`src/sv/tcw_pkg.sv`:
```
// ----------------------------------------------------------------------------
// tcw_pkg
// Shared constants, item layout and controller/datapath interface types for
// the text console writer.
// ----------------------------------------------------------------------------
package tcw_pkg;

    // screen geometry
    localparam int COLUMNS   = 80;
    localparam int ROWS      = 25;
    localparam int TAB_WIDTH = 8;
    localparam int CELLS     = ROWS * COLUMNS;
    localparam int NUM_STOPS = COLUMNS / TAB_WIDTH;

    // internal widths
    localparam int ADDR_W = $clog2(CELLS);
    localparam int CNT_W  = $clog2(CELLS + 1);
    localparam int COL_W  = $clog2(COLUMNS + 1);
    localparam int ROW_W  = $clog2(ROWS);

    // item field widths
    localparam int OP_W    = 3;
    localparam int CHAR_W  = 8;
    localparam int COUNT_W = 5;
    localparam int INDEX_W = 11;
    localparam int POS_W   = 11;
    localparam int ATTR_W  = 8;

    // source address of a scroll copy can run past the screen
    localparam int SRC_W = $clog2(CELLS + ((1 << COUNT_W) - 1) * COLUMNS + 1);

    localparam int IN_ITEM_W  = OP_W + CHAR_W + COUNT_W + INDEX_W;
    localparam int IN_TDATA_W = ((IN_ITEM_W + 7) / 8) * 8;
    localparam int OUT_ITEM_W = POS_W + CHAR_W + ATTR_W;
    localparam int OUT_TDATA_W = ((OUT_ITEM_W + 7) / 8) * 8;

    localparam logic [ATTR_W-1:0] ATTR_RESET = 8'h07;

    // opcodes
    localparam logic [OP_W-1:0] OP_PRINT  = 3'd0;
    localparam logic [OP_W-1:0] OP_CLEAR  = 3'd1;
    localparam logic [OP_W-1:0] OP_SCROLL = 3'd2;
    localparam logic [OP_W-1:0] OP_ROWEND = 3'd3;
    localparam logic [OP_W-1:0] OP_READ   = 3'd4;

    // control characters
    localparam logic [CHAR_W-1:0] CH_BACKSPACE = 8'h08;
    localparam logic [CHAR_W-1:0] CH_TAB       = 8'h09;
    localparam logic [CHAR_W-1:0] CH_NEWLINE   = 8'h0A;
    localparam logic [CHAR_W-1:0] CH_RETURN    = 8'h0D;

    typedef struct packed {
        logic [INDEX_W-1:0] cell_index;
        logic [COUNT_W-1:0] scroll_count;
        logic [CHAR_W-1:0]  char_code;
        logic [OP_W-1:0]    opcode;
    } item_t;

    typedef struct packed {
        logic load;
        logic print;
        logic blank;
        logic clear_step;
        logic copy_step;
        logic copy_finish;
        logic scan_step;
        logic scan_finish;
        logic read_issue;
        logic finish;
    } cmd_t;

    typedef struct packed {
        logic              sweep_last;
        logic              copy_last;
        logic              scan_last;
        logic              need_scroll;
        logic [ROW_W-1:0]  row;
        logic [POS_W-1:0]  pos;
        logic [CHAR_W-1:0] cell_char;
        logic [ATTR_W-1:0] cell_attribute;
    } stat_t;

    // next tab stop, capped at the column count
    function automatic logic [COL_W-1:0] tab_next(input logic [COL_W-1:0] col);
        int stop;
        logic [COL_W-1:0] res;
        res = COL_W'(COLUMNS);
        for (int i = NUM_STOPS; i >= 1; i--)
        begin
            stop = i * TAB_WIDTH;
            if (stop > int'(col) && stop < COLUMNS)
            begin
                res = COL_W'(stop);
            end
        end
        return res;
    endfunction

endpackage

```
`src/sv/tcw_ctrl.sv`:
```
// ----------------------------------------------------------------------------
// tcw_ctrl
// Command sequencer of the text console writer: clearing pass after reset,
// item dispatch, memory sweeps and result hand-off.
// ----------------------------------------------------------------------------
module tcw_ctrl (
    input  logic                     clk,
    input  logic                     rst_n,
    input  logic                     in_valid,
    input  logic [tcw_pkg::OP_W-1:0] in_opcode,
    input  logic                     out_free,
    input  tcw_pkg::stat_t           st,
    output logic                     in_ready,
    output tcw_pkg::cmd_t            cmd
);
    import tcw_pkg::*;

    typedef enum logic [8:0] {
        S_INIT   = 9'b000000001,
        S_IDLE   = 9'b000000010,
        S_PRINT  = 9'b000000100,
        S_BLANK  = 9'b000001000,
        S_CLEAR  = 9'b000010000,
        S_SCROLL = 9'b000100000,
        S_ROWEND = 9'b001000000,
        S_READ   = 9'b010000000,
        S_DONE   = 9'b100000000
    } state_t;

    state_t state_reg, state_next;

    always_comb
    begin
        state_next = state_reg;
        cmd        = '0;
        in_ready   = 1'b0;
        case (state_reg)
            S_INIT:
            begin
                cmd.clear_step = 1'b1;
                if (st.sweep_last)
                begin
                    state_next = S_IDLE;
                end
            end
            S_IDLE:
            begin
                in_ready = 1'b1;
                if (in_valid)
                begin
                    cmd.load = 1'b1;
                    case (in_opcode)
                        OP_PRINT:  state_next = S_PRINT;
                        OP_CLEAR:  state_next = S_CLEAR;
                        OP_SCROLL: state_next = S_SCROLL;
                        OP_ROWEND: state_next = S_ROWEND;
                        OP_READ:   state_next = S_READ;
                        default:   state_next = S_DONE;
                    endcase
                end
            end
            S_PRINT:
            begin
                cmd.print  = 1'b1;
                state_next = S_BLANK;
            end
            S_BLANK:
            begin
                // blank the cell under the cursor, then scroll once at the bottom
                cmd.blank  = 1'b1;
                state_next = st.need_scroll ? S_SCROLL : S_DONE;
            end
            S_CLEAR:
            begin
                cmd.clear_step = 1'b1;
                if (st.sweep_last)
                begin
                    state_next = S_DONE;
                end
            end
            S_SCROLL:
            begin
                cmd.copy_step = 1'b1;
                if (st.copy_last)
                begin
                    cmd.copy_finish = 1'b1;
                    state_next      = S_DONE;
                end
            end
            S_ROWEND:
            begin
                cmd.scan_step = 1'b1;
                if (st.scan_last)
                begin
                    cmd.scan_finish = 1'b1;
                    state_next      = S_DONE;
                end
            end
            S_READ:
            begin
                cmd.read_issue = 1'b1;
                state_next     = S_DONE;
            end
            S_DONE:
            begin
                if (out_free)
                begin
                    cmd.finish = 1'b1;
                    state_next = S_IDLE;
                end
            end
            default:
            begin
                state_next = S_IDLE;
            end
        endcase
    end

    always_ff @(posedge clk or negedge rst_n)
    begin
        if (!rst_n)
        begin
            state_reg <= S_INIT;
        end
        else
        begin
            state_reg <= state_next;
        end
    end

endmodule

```
`config.mk`:
```
export PLATFORM = sky130hd
export DESIGN_NAME = tcw_ctrl
export DESIGN_NICKNAME = d
export VERILOG_FILES = /design/src/sv/tcw_pkg.sv /design/src/sv/tcw_ctrl.sv
export SDC_FILE = /design/constraint.sdc
export NUM_CORES = 1
export LEC_CHECK = 0
export BUFFER_PORTS_ARGS = -buffer_cell sky130_fd_sc_hd__buf_2
export CELL_PAD_IN_SITES_DETAIL_PLACEMENT = 1
export CELL_PAD_IN_SITES_GLOBAL_PLACEMENT = 1
export CORE_MARGIN = 2
export CORE_UTILIZATION = 29
export CTS_CLUSTER_SIZE = 20
export DETAILED_ROUTE_END_ITERATION = 12
export HOLD_SLACK_MARGIN = 0.06
export PLACE_DENSITY = 0.79
export SYNTH_ARGS = -nofsm -noshare
export SYNTH_HDL_FRONTEND = slang
export SYNTH_SLANG_ARGS = --single-unit
export TNS_END_PERCENT = 30
```
`constraint.sdc`:
```
create_clock -name clk -period 5.35 [get_ports clk]
set_clock_uncertainty 0.2 [all_clocks]
set_input_delay 0.8025 -clock clk [delete_from_list [all_inputs] [get_ports clk]]
set_output_delay 0.8025 -clock clk [all_outputs]
set_load 0.03 [all_outputs]
```
Yosys cells after proc, flatten, opt, wreduce, memory -nomap -nowiden
Index checks and enable logic that the tools add are counted.
{"block": "totals", "regBits": 9, "out_inout_bits": 11, "elab_cells": 45}
{"block": "op_classes", "eq_ne": 19, "mux": 22, "n_reduce_logical": 3}
{"op": "9-bit case mux with 9 select lines", "count": 1}
{"op": "9-bit two-way mux", "count": 7}
{"op": "9-bit case mux with 5 select lines", "count": 1}
{"op": "2-bit inequality test, second input constant", "count": 6}
{"op": "1-bit two-way mux", "count": 11}
{"op": "9-bit by 1-bit equality test with 1-bit output, second input constant", "count": 1}
{"op": "9-bit by 2-bit equality test with 1-bit output, second input constant", "count": 1}
{"op": "9-bit by 3-bit equality test with 1-bit output, second input constant", "count": 1}
{"op": "9-bit by 4-bit equality test with 1-bit output, second input constant", "count": 1}
{"op": "9-bit by 5-bit equality test with 1-bit output, second input constant", "count": 1}
{"op": "9-bit by 6-bit equality test with 1-bit output, second input constant", "count": 1}
{"op": "9-bit by 7-bit equality test with 1-bit output, second input constant", "count": 1}
{"op": "9-bit by 8-bit equality test with 1-bit output, second input constant", "count": 1}
{"op": "9-bit equality test, second input constant", "count": 1}
{"op": "3-bit by 2-bit equality test with 1-bit output, second input constant", "count": 2}
{"op": "6-bit AND reduction", "count": 1}
{"op": "2-bit two-way mux", "count": 2}
{"op": "3-bit by 1-bit equality test with 1-bit output, second input constant", "count": 1}
{"op": "3-bit equality test, second input constant", "count": 1}
{"op": "3-bit logical NOT", "count": 1}
{"op": "2-bit OR reduction", "count": 1}

Logic depth before layout (Yosys ltp)
Gate-level depths: netlist (run 1).
{"block": "logic_depth", "word_depth": 4, "depth_mapped": 6, "mapped_depth_nobuf": 5}

Worst setup path after synthesis (run 1)
No wires, ideal clock.
{"block": "synth_timing", "kind": "register to output", "startpoint": "register state_reg[7]", "endpoint": "output port cmd[4] (netlist bit)", "arrival_ns": 2.049, "required_ns": 4.348, "setup_slack_ns": 2.299, "path_stages_with_launch": 5, "cell_sequence": "dfrtp_1 clkbuf_1 or4b_2 nor2_1 and2_1"}
{"element": "start: declaration", "line": "tcw_ctrl.sv:30", "rtl": "state_t state_reg, state_next;"}
{"element": "start signal: assignment", "line": "tcw_ctrl.sv:127", "rtl": "state_reg <= state_next;"}
{"element": "end: declaration", "line": "tcw_ctrl.sv:14", "rtl": "output tcw_pkg::cmd_t cmd"}

==> results.md, run 1 <==
* Status: finished clean
* R2r startpoint: state_reg[1]
* Post-DR wirelength/cell at 15.2 µm
* FMAX at 324 MHz
* Syn nets at 132
* Complex-gate fraction of the synthesized area at 22.4%
* Synthesized area at 772 µm²
* Met1 Wirelength at 952 µm
* Global route overflow at 0
* Clk slew on worst S/H paths at 0.06 ns
* Min Tclk post-route at 3.08 ns
* Mux cell area share after synthesis at 0%
* Clock sinks at 9
* EDFF count, synth at 0
* Post-route ant nets at 0
* Num rows at 18
* Post-Synth Adder-Cell Area at 0%
* Leak pwr at 0.000440 µW
* Die ar. at 0.00309 mm²
* Worst-case reg-to-reg path depth at 5
* Main synth FF type: dfrtp_1
* Vias at 778
* Cts bufs inserted at 3
* Crit path capture type: output port
* Core Util, Final at 36.2%
* DRT iter0 DRCs at 10
* GPL Wtd Cong at 0.802
* Ports at 54
* H-Tree Depth at 1
* Seq/Total Area, Yosys at 29.3%
* DR pass1 iterations at 4
* Yosys top cell area share at 25.9%
* CP Launch Point: state_reg[5]
* Power per standard cell area at 411 mW/mm²
* DRC at 0
* Max-Cap Viols at 0
* Syn-to-layout area delta at 17.3%
* Met3 wire length at 102 µm
* CTS Root Cell: clkbuf_4
* Slew of the pin with the lowest slew margin at 0.465 ns
* Initial antenna violation count at 0
* Share of layout cells above drive strength 1 at 30.3%
* Max clock buf depth at 2
* CP Launch Type: flip-flop
* Reg-to-reg endpoint: state_reg[4]
* YS warnings at 0
* CORE AREA at 0.00250 mm²
* Largest family of logic cells by synthesized area: simple AND/OR/NAND/NOR gates
* Die X at 55.6 µm
* WL final at 2110 µm
* NumNets Final at 153
* Tot GR Track Use at 14.0%
* CP endpoint: cmd[9]
* Synthesized area per cell at 8.67 µm²
* Post-synth ARST share at 100%
* Post-CTS resize count at 0
* Syn Inst Count at 89
* DR WL met2 at 1050 µm
* Detailed placement HPWL at 1700 µm
* Post-Synth Simple-Gate Area at 39.5%
* Slew headroom at 68.6%
* Area leader, netlist: dfrtp_1
* WP data arrival at 2.08 ns
* WP data required at 4.35 ns
* Area contributors post-synth: dfrtp_1 26%, nor2_1 4.4%, and4b_1 3.9%
* Final period utilization at 57.6%
* Worst Path Max Fanout at 8
* Max FFs per register at 9
* Port bufs at 21
* Number of global-route vias before repair at 717
* Setup TNS at 0 ns
* Xor/xnor share of the synthesized area at 2.27%
* Flop2flop setup slack at 3.06 ns
* Final setup viols at 0
* Synth unique cells at 40
* Largest net degree at the start of global routing at 14
* Register bit total from synthesis at 9
* CP Class: reg2out
* DR vias/cell at 5.60
* First-pass GRT wire length at 3460 µm
* Fin. Hold Viols at 0
* Initial core utilization at 30.9%
* DIE HEIGHT at 55.6 µm
* CTS tree: done
* Clk Latency, worst-skew pair at 0.26 ns
* Worst hold path class: in2async
* Top layer in use: met3
* Post CTS Setup Buffer Count at 0
* Hold_buf cts at 0
* Antenna Cells at 0
* Slew Viols, Final at 0
* Unrepaired setup endpoints after global routing: no
* VDD IR max at 231 µV
-- power by group --
part	switching [µW]	total, µW	leakage (µW)	internal, µW
clock	24.7	53.5	0.0000150	28.8
sequential	27.7	108	0.000117	80.6
combinational	130	211	0.000307	80.4
total	183	372	0.000440	190
-- cells in the mapped netlist, types with 2 or more instances --
cell type and number:
dfrtp_1 8, buf_6 2, nand4_1 4, o211ai_1 2, nor3_1 6, clkbuf_1 2
and2_1 3, and4b_1 3, nor2_1 9, nor3b_1 3, o21ai_0 6, nand2_1 7
xor2_1 2, inv_1 4, o41ai_1 2, nor2b_1 2
-- through the flow --
step / cell area (µm²) / setup slack, ns / total power (µW) / instances / hold slack, ns
floorplan: 772 / 2.30 / 272 / 89 / 0.292
global placement: 880 / 2.63 / 309 / 135 / 0.323
detailed placement: 880 / 2.56 / 319 / 135 / 0.335
CTS: 906 / 2.26 / 373 / 139 / 0.186
global route: 906 / 2.11 / 403 / 139 / 0.185
finish: 906 / 2.27 / 372 / 139 / 0.184
-- cells by family (layout without fill, tap and decap cells) --
kind of cell	after synthesis	in the layout
AOI/OAI and AO/OA	21	21
buffers and inverters	9	29
and+or+nand+nor	48	48
xor gates and xnor gates	2	2
DFF	9	9
-- layout by cell type (no fill, tap or decap), drive strengths merged, types with 2 or more instances in the layout --
master and count:
nor3 6, and2 3, dfrtp 8, o21ai 6, buf 21, or4b 2
nor4 2, clkbuf 4, o31a 2, nor2b 2, nand4 4, nand2 7
nor2 9, and4b 3, o211ai 2, nor3b 3, o41ai 2, inv 4
xor2 2
-- critical path, cell delays in order (launching register included) --
cell	delay, ns
dfrtp_1	0.47
nor4_4	0.47
nand4_1	0.34
inv_1	0.21
and2_1	0.14
buf_2	0.18
-- per-layer routing --
layer  track usage, %  up-vias
li1                 -      381
met1             17.6      378
met2             24.7       19
met3             2.79        0
met4             2.79        0
met5                0        -
-- layout make-up --
class / count / area [µm²]
sequential: 9 / 226
clock buffer: 4 / 26.3
fill: 309 / 1590
tap: 30 / 37.5
timing repair buffer: 21 / 105
multi-input combinational: 71 / 495
inverter: 4 / 15.0
-- worst min-delay path by stage --
stage / to / slack (ns) / cells after the start
after floorplan: state_reg[0] / 0.29 / 2
after global placement: state_reg[0] / 0.32 / 2
after detailed placement: state_reg[0] / 0.34 / 2
after CTS: state_reg[2] / 0.19 / 1
after global routing: state_reg[2] / 0.18 / 1
final: state_reg[2] / 0.18 / 1
Note: power is estimated with default switching activity, not from simulation.
==> inputs of run 2 (changes only) <==
--- a/config.mk
+++ b/config.mk
@@ -5,15 +5,16 @@
 export SDC_FILE = /design/constraint.sdc
 export NUM_CORES = 1
 export LEC_CHECK = 0
+export ABC_AREA = 1
 export BUFFER_PORTS_ARGS = -buffer_cell sky130_fd_sc_hd__buf_2
 export CELL_PAD_IN_SITES_DETAIL_PLACEMENT = 1
 export CELL_PAD_IN_SITES_GLOBAL_PLACEMENT = 1
 export CORE_MARGIN = 2
-export CORE_UTILIZATION = 29
+export CORE_UTILIZATION = 25
 export CTS_CLUSTER_SIZE = 20
 export DETAILED_ROUTE_END_ITERATION = 12
 export HOLD_SLACK_MARGIN = 0.06
-export PLACE_DENSITY = 0.79
+export PLACE_DENSITY = 0.74
 export SYNTH_ARGS = -nofsm -noshare
 export SYNTH_HDL_FRONTEND = slang
 export SYNTH_SLANG_ARGS = --single-unit
==> constraint.sdc (replaced) <==
create_clock -name clk -period 2.9 [get_ports clk]
set_clock_uncertainty 0.2 [all_clocks]
set_input_delay 0.435 -clock clk [delete_from_list [all_inputs] [get_ports clk]]
set_output_delay 0.435 -clock clk [all_outputs]
set_load 0.03 [all_outputs]
==> run 2 against run 1 <==
Count of clock-buffer cells in the layout unchanged. Flip-flop and latch count unchanged. Die area up 15%. Critical endpoint is now cmd[6]. Worst hold slack worse by 0.076 ns. Setup slack worse by 1.6 ns.
==> results.md, run 2 <==
* NumNets Final at 190 (+24%)
* Max clock buf depth at 2 (unchanged)
* Main synth FF type: dfrtp_1
* Slew of the pin with the lowest slew margin at 0.341 ns (-0.125 ns)
* H-Tree Depth at 1 (unchanged)
* Crit path capture type: output port
* Power per standard cell area at 721 mW/mm² (+75%)
* Synthesized area per cell at 6.43 µm² (-26%)
* Synth unique cells at 20 (-50%)
* Max FFs per register at 9 (unchanged)
* Leak pwr at 0.000605 µW (+38%)
* Num rows at 20 (+2)
* GPL Wtd Cong at 0.756 (-5.7%)
* Max-Cap Viols at 0 (unchanged)
* DR vias/cell at 4.73 (-16%)
* Initial antenna violation count at 0 (unchanged)
* Post CTS Setup Buffer Count at 0 (unchanged)
* Ports at 54 (unchanged)
* Global route overflow at 0 (unchanged)
* Post-route ant nets at 0 (unchanged)
* DR pass1 iterations at 4 (unchanged)
* Die ar. at 0.00355 mm² (+15%)
* Final setup viols at 0 (unchanged)
* DRC at 0 (unchanged)
* VDD IR max at 367 µV (+59%)
* Min Tclk post-route at 2.23 ns
* CP Launch Type: flip-flop
* Final Power at 688 µW (+85%)
* Antenna Cells at 0 (unchanged)
* DIE HEIGHT at 59.6 µm (+7.1%)
* Yosys top cell area share at 25.9% (unchanged)
* Initial core utilization at 25.7% (-5.2 points)
* Post-CTS resize count at 0 (unchanged)
* YS warnings at 0 (unchanged)
* Slew Viols, Final at 0 (unchanged)
* Area contributors post-synth: dfrtp_1 26%, inv_1 13%, nand3_1 10%
* FMAX at 449 MHz
* Hold_buf cts at 1 (+1)
* Synthesized area at 772 µm² (unchanged)
* Clk Latency, worst-skew pair at 0.26 ns (about the same)
* Count leader, synth: inv_1
* WP data arrival at 1.59 ns (-0.49 ns)
* Hold endpoint: state_reg[0]
* Seq/Total Area, Yosys at 29.3% (unchanged)
* EDFF count, synth at 0 (unchanged)
* Number of global-route vias before repair at 910 (+27%)
* Register bit total from synthesis at 9 (unchanged)
* WP data required at 2.27 ns (-2.08 ns)
* Post-synth ARST share at 100% (unchanged)
* Syn-to-layout area delta at 23.7%
* Detailed placement HPWL at 1840 µm (+8.4%)
* Largest net degree at the start of global routing at 10 (-4)
* Worst-case reg-to-reg path depth at 9 (+4)
* Port bufs at 21 (unchanged)
* Tot GR Track Use at 13.8% (-0.18 points)
* CORE AREA at 0.00300 mm² (+20%)
* Worst hold path depth at 2
* Clock sinks at 9 (unchanged)
* CTS Root Cell: clkbuf_4
* Final period utilization at 76.8%
* Most common library cells after synthesis: 27 x inv_1, 21 x nor2_1, 18 x nand2_1
* Post-DR wirelength/cell at 11.8 µm (-22%)
* Setup TNS at 0 ns (unchanged)
* CP Class: reg2out
* Area leader, netlist: dfrtp_1
* Fin. Hold Viols at 0 (unchanged)
* Flop2flop setup slack at 1.20 ns (-1.86 ns)
* Commonest non-fill, non-tap cell in the layout: inv_1
* Cts bufs inserted at 3 (unchanged)
* Worst hold path class: in2reg
* Slew headroom at 77.2% (+8.6 points)
* CTS tree: done
* Status: finished clean
* Vias at 846 (+8.7%)
* R2r startpoint: state_reg[0]
* Share of layout cells above drive strength 1 at 30.1% (-0.14 points)
* Syn Inst Count at 120 (+35%)
* Clk slew on worst S/H paths at 0.06 ns (about the same)
* Worst Path Max Fanout at 7 (-1)
* First-pass GRT wire length at 3650 µm (+5.6%)
* Unrepaired setup endpoints after global routing: no
* Hold_sp: st[35]
* Commonest non-fill, non-tap cells in the layout: 27 x inv_1, 21 x nor2_1, 21 x buf_2, 18 x nand2_1, 16 x nand3_1
* Syn nets at 163 (+23%)
* Fill cell count at 405 (+31%)
* DRT iter0 DRCs at 9 (-1)
* Reg-to-reg endpoint: state_reg[8]
* WL final at 2110 µm (unchanged)
* Die X at 59.6 µm (+7.1%)
## run 2: cells by family (layout without fill, tap and decap cells)
group	after synthesis	count (layout)	synth area share [%]
AND/OR/NAND/NOR	77	77	52.8
buffers and inverters	30	56	14.6
flip-flops	9	9	29.3
AO/OA/AOI/OAI	4	4	3.24
## run 2: how the worst max path moves through the flow
stage,start,to,slack [ns]
5_1_grt,state_reg[1],cmd[4],0.54
6_report,state_reg[8],cmd[6],0.67
3_3_place_gp,state_reg[8],cmd[6],0.95
2_1_floorplan,state_reg[3],cmd[9],1.0
3_5_place_dp,state_reg[8],cmd[6],0.94
4_1_cts,state_reg[8],cmd[6],0.65
## run 2: stage by stage
stage          cells  worst slack, ns  hold WS [ns]  utilization, %  area, µm²
6_report         179            0.672         0.109            31.8        955
5_1_grt          179            0.536         0.113            31.8        955
4_1_cts          179            0.651         0.106            31.8        955
3_5_place_dp     174            0.939        0.0970            30.6        918
3_3_place_gp     174            0.950        0.0943            30.6        918
2_1_floorplan    120            0.996       -0.0606               -        772
## run 2: metal layers
metal  vias to the layer above  wire length, µm  GRT usage, %
met5                         -                0             0
met4                         0               51          8.57
met2                        18             1150          25.0
met1                       405              829          14.6
met3                         5               78          2.40
li1                        418                -             -
## run 2: final cells by class
class	count	area, µm²	share of cell area, %
Inverter	30	113	11.8
Clock buffer	4	26.3	2.75
Tap cell	33	41.3	4.33
Sequential cell	9	226	23.7
Timing Repair Buffer	22	115	12.1
Multi-Input combinational cell	81	433	45.3
## run 2: critical path, cell delays in order (launching register included)
cell	delay [ns]
dfrtp_1	0.48
nor3_2	0.31
nand3_1	0.20
nand2_2	0.14
buf_2	0.21
## run 2: where the power goes
group	leakage, µW	switching, µW	internal, µW	total [µW]
clock	0.0000150	44.0	53.0	97.1
sequential	0.000118	29.8	148	178
combinational	0.000472	290	123	413
total	0.000605	364	324	688
==> inputs of run 3 (changes only) <==
==> constraint.sdc (replaced) <==
create_clock -name clk -period 2.09 [get_ports clk]
set_clock_uncertainty 0.2 [all_clocks]
set_input_delay 0.3135 -clock clk [delete_from_list [all_inputs] [get_ports clk]]
set_output_delay 0.3135 -clock clk [all_outputs]
set_load 0.03 [all_outputs]
==> run 3 against run 2 <==
Flip-flop and latch count did not move. Register-to-register slack got worse by 0.86 ns. Total power rose by 52%. Setup slack got worse by 0.63 ns. First-iteration DRC count fell by 22%. Critical endpoint unchanged.
==> results.md, run 3 (same netlist as run 2, synthesis figures left out) <==
* Status: finished clean
* Max-Cap Viols at 0 (unchanged)
* Die ar. at 0.00355 mm² (unchanged)
* Worst hold slack at 0.0991 ns (-0.00941 ns)
* Commonest non-fill, non-tap cells in the layout: 27 x inv_1, 18 x nor2_1, 18 x buf_2, 17 x nand2_1, 15 x nand3_1
* CP Launch Type: flip-flop
* Core Util, Final at 34.1% (+2.3 points)
* Vias at 859 (+1.5%)
* CORE AREA at 0.00300 mm² (unchanged)
* Worst Path Max Fanout at 5 (-2)
* WP data arrival at 1.53 ns (-0.06 ns)
* CTS tree: done
* Post-DR wirelength/cell at 12.2 µm (+3.1%)
* Worst hold path class: in2reg
* DR vias/cell at 4.69 (-0.68%)
* Fin. Hold Viols at 0 (unchanged)
* DRT iter0 DRCs at 7 (-2)
* Min Tclk post-route at 2.04 ns
* Cts bufs inserted at 3 (unchanged)
* Max clock buf depth at 2 (unchanged)
* Unrepaired setup endpoints after global routing: yes
* Clk slew on worst S/H paths at 0.06 ns (about the same)
* CTS Root Cell: clkbuf_4
* Leak pwr at 0.000623 µW (+3.0%)
* Most used cell, CP: nand2_2
* Power per standard cell area at 1020 mW/mm² (+42%)
* Final setup viols at 0 (unchanged)
* Commonest non-fill, non-tap cell in the layout: inv_1
* Post-route ant nets at 0 (unchanged)
* Die X at 59.6 µm (unchanged)
* CP peak stage delay at 0.55 ns (+0.07 ns)
* GPL Wtd Cong at 0.756 (unchanged)
* Global route overflow at 0 (unchanged)
* WP data required at 1.58 ns (-0.69 ns)
* Slew headroom at 78.4% (+1.2 points)
* CP Class: reg2out
* H-Tree Depth at 1 (unchanged)
* First-pass GRT wire length at 3670 µm (+0.55%)
* Initial core utilization at 25.7% (unchanged)
* Crit path capture type: output port
* DRC at 0 (unchanged)
* Number of global-route vias before repair at 918 (+0.88%)
* WL final at 2220 µm (+5.5%)
* Initial antenna violation count at 0 (unchanged)
* Antenna Cells at 0 (unchanged)
* Final period utilization at 97.8%
* Fill cell count at 393 (-3.0%)
* Clock sinks at 9 (unchanged)
* NumNets Final at 194 (+2.1%)
* Tot GR Track Use at 13.8% (+0.045 points)
* VDD IR max at 611 µV (+66%)
* Largest net degree at the start of global routing at 10 (unchanged)
* Slew of the pin with the lowest slew margin at 0.324 ns (-0.0165 ns)
* Syn-to-layout area delta at 32.6%
* Slowest-stage cell, CP: dfstp_2
* Flop2flop setup slack at 0.34 ns (-0.86 ns)
* CP Cell Sequence: nor2_4 -> nand2_2 -> clkinv_1 -> nand3_2 -> nand2_2 -> buf_2
* Detailed placement HPWL at 1840 µm (unchanged)
* Ports at 54 (unchanged)
* Port bufs at 21 (unchanged)
* Share of layout cells above drive strength 1 at 36.0% (+5.9 points)
* Max FFs per register at 9 (unchanged)
* DIE HEIGHT at 59.6 µm (unchanged)
* Final Non-Filler Cells at 183 (+2.2%)
* Slew Viols, Final at 0 (unchanged)
* DR pass1 iterations at 2 (-2)
* Placed Cells at 174 (unchanged)
* FMAX at 489 MHz
* Num rows at 20 (unchanged)
* Clk Latency, worst-skew pair at 0.26 ns (about the same)
==> run 3: worst paths after layout <==
kind,cells past startpoint,start,to
min in group asynchronous,2,rst_n,state_reg[5]
setup / recovery,6,state_reg[0],cmd[6]
hold / removal,3,in_opcode[2],state_reg[7]
max in group asynchronous,2,rst_n,state_reg[0]
setup reg to reg,9,state_reg[5],state_reg[1]
hold reg to reg,3,state_reg[2],state_reg[0]
==> run 3: critical path, delay by kind of cell, from the launching register on <==
| kind | cells | cell delay, ns |
|---|---|---|
| buffers and inverters | 2 | 0.35 |
| DFF | 1 | 0.55 |
| and+or+nand+nor | 4 | 0.36 |
==> run 3: repair_timing <==
action / 4_1_cts / 5_1_grt
hold buffers: 2 / 0
gates cloned: 0 / 0
setup endpoints to repair: 1 / 8
endpoints found under the hold margin: 10 / 0
buffers inserted: 0 / 3
pin swaps: 0 / 1
gates resized for setup: 1 / 13
==> run 3: layout make-up <==
type / instances / area (µm²) / area share [%]
Clock buffer: 4 / 26.3 / 2.57
Inverter: 30 / 113 / 11.0
Multi-Input combinational cell: 81 / 459 / 44.9
Sequential cell: 9 / 229 / 22.4
Tap cell: 33 / 41.3 / 4.03
Timing Repair Buffer: 26 / 155 / 15.2
==> run 3: metrics by stage <==
stage / setup TNS (ns) / setup WS [ns] / cell area (µm²) / power, µW
global route: -0.134 / -0.0357 / 1020 / 1130
finish: 0 / 0.0456 / 1020 / 1050
detailed placement: 0 / 0.250 / 918 / 827
floorplan: 0 / 0.308 / 772 / 679
global placement: 0 / 0.262 / 918 / 798
CTS: 0 / 0.0182 / 971 / 977
==> run 3: per-layer routing <==
| metal | global-route usage, % | up-vias | routed length, µm |
|---|---|---|---|
| li1 | - | 427 | - |
| met1 | 14.9 | 407 | 899 |
| met2 | 24.8 | 17 | 1190 |
| met3 | 2.40 | 8 | 70 |
| met4 | 8.57 | 0 | 63 |
| met5 | 0 | - | 0 |
==> run 3: where the power goes <==
part,leakage (µW),switching (µW),internal [µW]
logic,0.000493,427,229
clock network,0.0000150,63.4,73.7
registers,0.000115,49.6,206
total,0.000623,540,509
